--- src/rtl/core/sxtok_pkg.sv ---
// Shared types, character constants and byte class functions for the
// S-expression byte tokenizer. No dependencies.
`default_nettype none

package sxtok_pkg;

    localparam int BYTE_W = 8;
    localparam int KIND_W = 4;
    localparam int MODE_W = 3;

    localparam logic [MODE_W-1:0] MODE_IDLE    = 3'd0;
    localparam logic [MODE_W-1:0] MODE_COMMENT = 3'd1;
    localparam logic [MODE_W-1:0] MODE_KEYWORD = 3'd2;
    localparam logic [MODE_W-1:0] MODE_IDENT   = 3'd3;
    localparam logic [MODE_W-1:0] MODE_NUMBER  = 3'd4;
    localparam logic [MODE_W-1:0] MODE_STRING  = 3'd5;

    localparam logic [KIND_W-1:0] KIND_LPAREN  = 4'd0;
    localparam logic [KIND_W-1:0] KIND_RPAREN  = 4'd1;
    localparam logic [KIND_W-1:0] KIND_SPACE   = 4'd2;
    localparam logic [KIND_W-1:0] KIND_COMMENT = 4'd3;
    localparam logic [KIND_W-1:0] KIND_KEYWORD = 4'd4;
    localparam logic [KIND_W-1:0] KIND_STRING  = 4'd5;
    localparam logic [KIND_W-1:0] KIND_IDENT   = 4'd6;
    localparam logic [KIND_W-1:0] KIND_NUMBER  = 4'd7;
    localparam logic [KIND_W-1:0] KIND_UNREC   = 4'd8;

    localparam logic [BYTE_W-1:0] CH_LPAREN    = 8'h28;
    localparam logic [BYTE_W-1:0] CH_RPAREN    = 8'h29;
    localparam logic [BYTE_W-1:0] CH_SEMI      = 8'h3B;
    localparam logic [BYTE_W-1:0] CH_COLON     = 8'h3A;
    localparam logic [BYTE_W-1:0] CH_QUOTE     = 8'h22;
    localparam logic [BYTE_W-1:0] CH_PERIOD    = 8'h2E;
    localparam logic [BYTE_W-1:0] CH_NEWLINE   = 8'h0A;
    localparam logic [BYTE_W-1:0] CH_UNDER     = 8'h5F;
    localparam logic [BYTE_W-1:0] CH_BACKSLASH = 8'h5C;
    localparam logic [BYTE_W-1:0] CH_SPACE     = 8'h20;
    localparam logic [BYTE_W-1:0] CH_TAB       = 8'h09;
    localparam logic [BYTE_W-1:0] CH_CR        = 8'h0D;
    localparam logic [BYTE_W-1:0] CH_MINUS     = 8'h2D;
    localparam logic [BYTE_W-1:0] CH_STAR      = 8'h2A;
    localparam logic [BYTE_W-1:0] CH_LESS      = 8'h3C;
    localparam logic [BYTE_W-1:0] CH_GREATER   = 8'h3E;
    localparam logic [BYTE_W-1:0] CH_QUESTION  = 8'h3F;
    localparam logic [BYTE_W-1:0] CH_BANG      = 8'h21;
    localparam logic [BYTE_W-1:0] CH_PLUS      = 8'h2B;

    typedef struct packed {
        logic [BYTE_W-1:0] byte_out;
        logic [KIND_W-1:0] token_kind;
        logic              starts_token;
        logic              stream_end;
    } res_t;

    typedef struct packed {
        res_t              res;
        logic [MODE_W-1:0] mode_next;
        logic              odd_next;
    } cls_out_t;

    function automatic logic is_digit(input logic [BYTE_W-1:0] c);
        return (c >= 8'h30) && (c <= 8'h39);
    endfunction

    function automatic logic is_letter(input logic [BYTE_W-1:0] c);
        return ((c >= 8'h61) && (c <= 8'h7A)) || ((c >= 8'h41) && (c <= 8'h5A));
    endfunction

    function automatic logic is_space(input logic [BYTE_W-1:0] c);
        return (c == CH_SPACE) || ((c >= CH_TAB) && (c <= CH_CR));
    endfunction

    function automatic logic is_name_part(input logic [BYTE_W-1:0] c);
        return is_letter(c) || is_digit(c) || (c == CH_UNDER) || (c == CH_MINUS) ||
               (c == CH_STAR) || (c == CH_LESS) || (c == CH_GREATER) ||
               (c == CH_QUESTION) || (c == CH_BANG) || (c == CH_PLUS) ||
               (c == CH_PERIOD);
    endfunction

endpackage

`default_nettype wire

--- src/rtl/core/sxtok_classify.sv ---
// Combinational byte labeler: token kind, start flag and next lexer state.
// Depends on sxtok_pkg.
`default_nettype none

module sxtok_classify
    import sxtok_pkg::*;
(
    input  wire logic [BYTE_W-1:0] byte_in,
    input  wire logic              last_byte,
    input  wire logic [MODE_W-1:0] mode,
    input  wire logic              odd,
    output cls_out_t               cls
);

    logic              open_tok;
    logic [KIND_W-1:0] kind;
    logic              starts;
    logic [MODE_W-1:0] mode_n;
    logic              odd_n;

    always_comb
    begin
        open_tok = 1'b0;
        kind     = KIND_UNREC;
        starts   = 1'b0;
        mode_n   = mode;
        odd_n    = odd;

        case (mode)
            MODE_COMMENT:
            begin
                if (byte_in != CH_NEWLINE)
                begin
                    kind     = KIND_COMMENT;
                    open_tok = 1'b1;
                end
            end
            MODE_KEYWORD:
            begin
                if (is_name_part(byte_in))
                begin
                    kind     = KIND_KEYWORD;
                    open_tok = 1'b1;
                end
            end
            MODE_IDENT:
            begin
                if (is_name_part(byte_in))
                begin
                    kind     = KIND_IDENT;
                    open_tok = 1'b1;
                end
            end
            MODE_NUMBER:
            begin
                if (is_digit(byte_in) || (byte_in == CH_PERIOD))
                begin
                    kind     = KIND_NUMBER;
                    open_tok = 1'b1;
                end
            end
            MODE_STRING:
            begin
                kind     = KIND_STRING;
                open_tok = 1'b1;
                if ((byte_in == CH_QUOTE) && !odd)
                begin
                    mode_n = MODE_IDLE;
                    odd_n  = 1'b0;
                end
                else if (byte_in == CH_BACKSLASH)
                begin
                    odd_n = ~odd;
                end
                else
                begin
                    odd_n = 1'b0;
                end
            end
            default:
            begin
                open_tok = 1'b0;
            end
        endcase

        if (!open_tok)
        begin
            starts = 1'b1;
            mode_n = MODE_IDLE;
            odd_n  = 1'b0;
            if (byte_in == CH_LPAREN)
            begin
                kind = KIND_LPAREN;
            end
            else if (byte_in == CH_RPAREN)
            begin
                kind = KIND_RPAREN;
            end
            else if (byte_in == CH_SEMI)
            begin
                kind   = KIND_COMMENT;
                mode_n = MODE_COMMENT;
            end
            else if (byte_in == CH_COLON)
            begin
                kind   = KIND_KEYWORD;
                mode_n = MODE_KEYWORD;
            end
            else if (byte_in == CH_QUOTE)
            begin
                kind   = KIND_STRING;
                mode_n = MODE_STRING;
            end
            else if (is_space(byte_in))
            begin
                kind = KIND_SPACE;
            end
            else if (is_letter(byte_in))
            begin
                kind   = KIND_IDENT;
                mode_n = MODE_IDENT;
            end
            else if (is_digit(byte_in))
            begin
                kind   = KIND_NUMBER;
                mode_n = MODE_NUMBER;
            end
            else
            begin
                kind = KIND_UNREC;
            end
        end

        if (last_byte)
        begin
            mode_n = MODE_IDLE;
            odd_n  = 1'b0;
        end

        cls.res.byte_out     = byte_in;
        cls.res.token_kind   = kind;
        cls.res.starts_token = starts;
        cls.res.stream_end   = last_byte;
        cls.mode_next        = mode_n;
        cls.odd_next         = odd_n;
    end

endmodule

`default_nettype wire

--- src/rtl/core/sxtok_skid.sv ---
// Result register with a one-entry skid stage; ready is registered.
// Depends on sxtok_pkg.
`default_nettype none

module sxtok_skid
    import sxtok_pkg::*;
(
    input  wire logic clk,
    input  wire logic rst_n,
    input  wire logic in_valid,
    output logic      in_ready,
    input  wire res_t in_item,
    output logic      out_valid,
    input  wire logic out_ready,
    output res_t      out_item
);

    logic out_valid_reg;
    logic out_valid_next;
    logic skid_valid_reg;
    logic skid_valid_next;
    res_t out_item_reg;
    res_t skid_item_reg;
    logic in_fire;
    logic out_free;

    assign in_ready  = ~skid_valid_reg;
    assign in_fire   = in_valid & ~skid_valid_reg;
    assign out_free  = ~out_valid_reg | out_ready;
    assign out_valid = out_valid_reg;
    assign out_item  = out_item_reg;

    always_comb
    begin
        out_valid_next  = out_valid_reg;
        skid_valid_next = skid_valid_reg;
        if (out_free)
        begin
            out_valid_next  = skid_valid_reg | in_fire;
            skid_valid_next = 1'b0;
        end
        else if (in_fire)
        begin
            skid_valid_next = 1'b1;
        end
    end

    always_ff @(posedge clk or negedge rst_n)
    begin
        if (!rst_n)
        begin
            out_valid_reg  <= 1'b0;
            skid_valid_reg <= 1'b0;
        end
        else
        begin
            out_valid_reg  <= out_valid_next;
            skid_valid_reg <= skid_valid_next;
        end
    end

    always_ff @(posedge clk)
    begin
        if (out_free)
        begin
            if (skid_valid_reg)
            begin
                out_item_reg <= skid_item_reg;
            end
            else if (in_fire)
            begin
                out_item_reg <= in_item;
            end
        end
        else if (in_fire)
        begin
            skid_item_reg <= in_item;
        end
    end

endmodule

`default_nettype wire

--- src/rtl/core/sexpr_byte_tokenizer_core.sv ---
// Top level of the S-expression byte tokenizer: lexer state, labeler, output stage.
// Depends on sxtok_pkg, sxtok_classify and sxtok_skid.
//
// One source byte per item in, one labeled byte per item out, in order. The block
// takes a byte every clock while ready is high: the lexer mode and backslash parity
// update in the same cycle the byte is accepted, and the label is registered in the
// result register, or in the skid register while the output stalls. This two-entry
// output stage lets one more byte in while a result waits; ready drops only when both
// entries are full. A byte with tlast set returns the lexer to idle.
`default_nettype none

module sexpr_byte_tokenizer_core
    import sxtok_pkg::*;
(
    input  wire logic        clk,
    input  wire logic        rst_n,
    input  wire logic        s_axis_tvalid,
    output logic             s_axis_tready,
    input  wire logic [7:0]  s_axis_tdata,   // [7:0] byte_in
    input  wire logic        s_axis_tlast,   // last_byte
    output logic             m_axis_tvalid,
    input  wire logic        m_axis_tready,
    output logic [7:0]       m_axis_tdata,   // [7:0] byte_out
    output logic [4:0]       m_axis_tuser,   // [3:0] token_kind, [4] starts_token
    output logic             m_axis_tlast    // stream_end
);

    logic [MODE_W-1:0] mode_reg;
    logic [MODE_W-1:0] mode_next;
    logic              odd_reg;
    logic              odd_next;
    logic              in_fire;
    cls_out_t          cls;
    res_t              res_out;

    sxtok_classify u_classify (
        .byte_in   (s_axis_tdata),
        .last_byte (s_axis_tlast),
        .mode      (mode_reg),
        .odd       (odd_reg),
        .cls       (cls)
    );

    assign in_fire   = s_axis_tvalid & s_axis_tready;
    assign mode_next = in_fire ? cls.mode_next : mode_reg;
    assign odd_next  = in_fire ? cls.odd_next : odd_reg;

    always_ff @(posedge clk or negedge rst_n)
    begin
        if (!rst_n)
        begin
            mode_reg <= MODE_IDLE;
            odd_reg  <= 1'b0;
        end
        else
        begin
            mode_reg <= mode_next;
            odd_reg  <= odd_next;
        end
    end

    sxtok_skid u_skid (
        .clk       (clk),
        .rst_n     (rst_n),
        .in_valid  (s_axis_tvalid),
        .in_ready  (s_axis_tready),
        .in_item   (cls.res),
        .out_valid (m_axis_tvalid),
        .out_ready (m_axis_tready),
        .out_item  (res_out)
    );

    assign m_axis_tdata = res_out.byte_out;
    assign m_axis_tuser = {res_out.starts_token, res_out.token_kind};
    assign m_axis_tlast = res_out.stream_end;

endmodule

`default_nettype wire

--- config.mk ---
export PLATFORM = sky130hd
export DESIGN_NAME = sexpr_byte_tokenizer_core
export DESIGN_NICKNAME = d
export VERILOG_FILES = /design/src/rtl/core/sxtok_pkg.sv /design/src/rtl/core/sxtok_classify.sv /design/src/rtl/core/sxtok_skid.sv /design/src/rtl/core/sexpr_byte_tokenizer_core.sv
export SDC_FILE = /design/constraint.sdc
export NUM_CORES = 1
export LEC_CHECK = 0
export BUFFER_PORTS_ARGS = -buffer_cell sky130_fd_sc_hd__buf_2
export CAP_MARGIN = 5
export CORE_UTILIZATION = 50
export CTS_CLUSTER_SIZE = 30
export DETAILED_ROUTE_END_ITERATION = 10
export PLACE_DENSITY = 0.79
export SYNTH_ARGS = -nofsm -noshare
export SYNTH_HDL_FRONTEND = slang
export SYNTH_HIERARCHICAL = 1
export SYNTH_SLANG_ARGS = --single-unit
--- constraint.sdc ---
create_clock -name clk -period 2.6 [get_ports clk]
set_input_delay 0.26 -clock clk [delete_from_list [all_inputs] [get_ports clk]]
set_output_delay 0.26 -clock clk [all_outputs]
set_load 0.005 [all_outputs]
# --- After elaboration in Yosys (flattened, before gate mapping) ---
# Cells that the tools add are included.
# W data, S select, Z words.
word_totals:
  ff_bits: 34
  output_inout_bits: 16
classes:
  n_lt_le_gt_ge: 8
  n_eq_ne: 24
  mux: 40
  n_bitwise: 7
  n_reduce_logical: 26
op_table:
  columns: ["op", "n"]
  rows:
  - ["$eq A8 B6 Y1 const B", 14]
  - ["$mux W4", 13]
  - ["$mux W3", 12]
  - ["$mux W14", 2]
  - ["$pmux W4 S5", 1]
  - ["$eq A8 B7 Y1 const B", 2]
  - ["$ge A8 B7 Y1 const B", 2]
  - ["$le A8 B7 Y1 const B", 2]
  - ["$logic_or A1 B1 Y1", 13]
  - ["$mux W1", 11]
  - ["$ge A8 B4 Y1 const B", 1]
  - ["$ge A8 B6 Y1 const B", 1]
  - ["$le A8 B4 Y1 const B", 1]
  - ["$le A8 B6 Y1 const B", 1]
  - ["$ne A8 B4 Y1 const B", 1]
  - ["$eq A3 B2 Y1 const B", 2]
  - ["$eq A3 B3 Y1 const B", 2]
  - ["$ne A3 B3 Y1 const B", 2]
  - ["$reduce_and A2 Y1", 3]
  - ["$logic_and A1 B1 Y1", 5]
  - ["$not A1 Y1", 4]
  - ["$pmux W1 S4", 1]
  - ["$reduce_bool A2 Y1", 2]
  - ["$eq A3 B1 Y1 const B", 1]
  - ["5 further kinds", 6]

# --- Logic depth before layout (Yosys ltp) ---
depth:
  depth_word: 18
  mapped_depth: 9
  depth_no_buf: 7

# --- Hierarchy ---
# Netlist, hierarchy kept.
by_module_without_submodules:
  columns: ["module", "instances", "cells_per_inst", "area_each_um2", "seq_area_each_um2"]
  rows:
  - ["sxtok_skid", 1, 53, 1144.8, 890.9]
  - ["sxtok_classify", 1, 97, 669.4, 0.0]
  - ["sexpr_byte_tokenizer_core", 1, 9, 166.4, 100.1]

# --- Least setup slack after synthesis ---
# No wires, ideal clock.
synth_path:
  path_type: "input-to-reg"
  from: "in s_axis_tdata[5]"
  to: "reg u_skid.out_item_reg, in the netlist u_skid/out_item[3] (data pin)"
  setup_time_ns: 0.260
  t_arrival_ns: 2.069
  required_time_ns: 2.340
  path_slack_ns: 0.271
  stages: 7
  path_cell_list: "buf_4 -> or3b_4 -> a211o_1 -> a311oi_4 -> nor2_4 -> a221o_1 -> mux2_4"
synth_rtl:
  columns: ["item", "line", "text"]
  rows:
  - ["from (decl)", "sexpr_byte_tokenizer_core.sv:19", "input wire logic [7:0] s_axis_tdata,"]
  - ["to (signal assigned)", "sxtok_skid.sv:68", "out_item_reg <= skid_item_reg;"]
  - ["to (signal assigned)", "sxtok_skid.sv:72", "out_item_reg <= in_item;"]
  - ["to (decl)", "sxtok_skid.sv:22", "res_t out_item_reg;"]

==> out/results.ini <==
[yosys]
ys.flop_type = edfxtp_1
synthArstFlopShare = 0.1765
syn-cell-area_mm2 = 0.001981
synth_cell_types = 47
ys_ff_latch = 34
syn-num-nets = 172
synth_top_area_cell = edfxtp_1
yosysMostFrequentCell = edfxtp_1
ys_top_cells_by_area = edfxtp_1 (42%), mux2_4 (9.9%), dfrtp_1 (7.6%), buf_4 (4.5%), mux2_2 (3.4%)
synth_cells = 159
synth_warnings = 6
ys_seq_area_frac = 0.5003
synth_enable_flop_cells = 28
synthTopCellsByCount = edfxtp_1 (28), mux2_4 (13), buf_4 (12), nand3_1 (7), nor2_1 (7)
synth_area_per_cell_um2 = 12.46
yosys.area.top_type_share = 0.4245

[placed_design]
hpwlAfterDp_um = 2628
gp_congestion = 0.9400
port-buffer-count = 28

[sta]
rsz0062_at_grt = false
hold_violations = 0
finalSetupViolCount = 0
max_freq_mhz = 437.9
fin_setup_tns_ns = 0
fin_skew_ns = 0.004076
finalMaxSlewViolations = 0
period_minus_slack_ns = 2.284
tightestPinTransition_ns = 0.7932
finalCritPeriodShare = 0.8783
slew_headroom = 0.4712

[die]
start_util = 0.5291
die_h_um = 64.94
io_pins = 29
core_area_mm2 = 0.003744
rows = 22
die_w_um = 64.94
dieArea_mm2 = 0.004217

[critical_path]
cpMaxStageDelayCell = or3b_4
path_delay_family = simple AND/OR/NAND/NOR gates
end_kind = register
r2r-end = u_skid/out_item[5]
crit_buf_inv = 1
cp.arrival_ns = 2.32
cp.required_ns = 2.63
start_kind = primary input
crit_start = s_axis_tdata[5]
crit_end = u_skid/out_item[3]
crit-reg2reg-launch = mode_reg[0]
cpPeakStageDelay_ns = 0.44
critical_path.max_fanout = 10
critical_path.cell_chain = buf_2, or3b_4, nor4_4, nor3_1, nor3_4, nor2_4, a221o_1, mux2_4
critPathKind = primary input to register
reg2reg_slack_ns = 0.63
worstRegToRegCells = 5
crit_cells = 8

[finish]
drive_above_1_share = 0.3575
fillers = 311
syn2layout_area_growth_pct = 8.591
seq_area_um2 = 991.0
multiInputGateArea_um2 = 828.3
fin_nets = 192
n_antenna_cell = 0
fin_util = 0.5745

[status]
run_status = finished clean

[grt]
grt_remaining_overflow = 0
grtUsageTotal = 0.1885
grt_pass1_vias = 1219
grt_max_degree = 18
antenna_found_initial = 0
grt_pass1_wl_um = 5809

[clocking]
cts-root-buf = clkbuf_8
clk_path_buf_depth = 2
ctsResizeCount = 0
cts_tree = done
cts_max_level = 2
clk_pin_slew_worst_paths_ns = 0.06
numCtsBuffers = 5
clk_latency_ns = 0.28
cts.sinks = 34

[route]
detail_route.wirelength.met1_um = 1495
post_drt_via_cell_ratio = 5.828
num_vias = 1323
routedWlPerCell_um = 15.78
maxUsedRoutingLayer = met4
drcViolationCount = 0
drt_iter0_drc = 98
dr.pass1.iters = 4
routed_wl_um = 3582
met2_length_um = 1768
routed-wl-met3_um = 191
ant_nets = 0

[power]
peakVddDrop_mv = 0.1824
powerDensity_mw_per_mm2 = 554.4
p_total_mw = 1.192
leakagePower_nw = 0.8070

[worst_hold_path]
hold_class = primary input to register

[run]
cap_viol_max_count = 0

worst min path at each step:
stage,start,to,slack [ns],cells after the start
6_report,s_axis_tdata[1],u_skid/skid_item_reg[7],0.22,1
3_5_place_dp,rst_n,u_skid/out_valid,0.09,1
4_1_cts,s_axis_tdata[1],u_skid/skid_item_reg[7],0.21,1
5_1_grt,s_axis_tdata[1],u_skid/skid_item_reg[7],0.21,1
3_3_place_gp,rst_n,u_skid/out_valid,0.08,1
2_1_floorplan,rst_n,mode_reg[0],-0.04,0
layout make-up:
type | instances | area share
flip-flops and latches | 34 | 0.4607
multi-input cells | 101 | 0.3851
repair buffers | 33 | 0.08377
clock buffers | 7 | 0.03549
well taps | 48 | 0.02792
inverters | 4 | 0.006981
kinds of logic (layout without fill, tap and decap cells):
family	Yosys count	after routing	synth area share
AOI/OAI and AO/OA	25	25	0.09855
xor gates and xnor gates	1	1	0.004423
buffers and inverters	24	44	0.08401
DFF	34	34	0.5003
muxes	20	20	0.1377
and+or+nand+nor	55	55	0.1750
cell usage in the layout, fill, tap and decap left out, types with 3 or more instances in the layout:
cell,count
nor2_1,7
buf_4,4
nand4_1,4
buf_2,28
clkbuf_8,5
nand2b_1,5
nand3_1,7
edfxtp_1,28
nand2_1,5
inv_1,4
a21oi_1,6
nor3_1,5
mux2_4,13
nor2b_1,4
mux2_2,6
o21ai_0,4
dfrtp_1,6
nor3b_1,3
metrics by stage:
step / hold WS, ns / std cells / cell area, um^2 / setup slack [ns]
after floorplan: -0.03559 / 159 / 1981 / 0.2707
after global placement: 0.08140 / 219 / 2064 / 0.1436
after detailed placement: 0.09312 / 219 / 2064 / 0.07349
after CTS: 0.2117 / 227 / 2151 / 0.3443
after global routing: 0.2110 / 227 / 2151 / 0.2720
final: 0.2151 / 227 / 2151 / 0.3164
power breakdown:
group	internal, mW	switching, mW
Combinational	0.0891	0.0947
Clock	0.184	0.166
Sequential	0.636	0.0231
metal layers:
metal,global-route usage,vias to the layer above
met5,0,-
met4,0.1056,0
met3,0.04401,14
met2,0.3034,62
met1,0.2311,619
li1,-,628
timing repair:
item	in CTS	in global routing
endpoints found under the hold margin	6	0
setup buffers	0	0
hold buffers	1	0
setup endpoints to repair	0	0
Note: power is estimated with default switching activity, not from simulation.
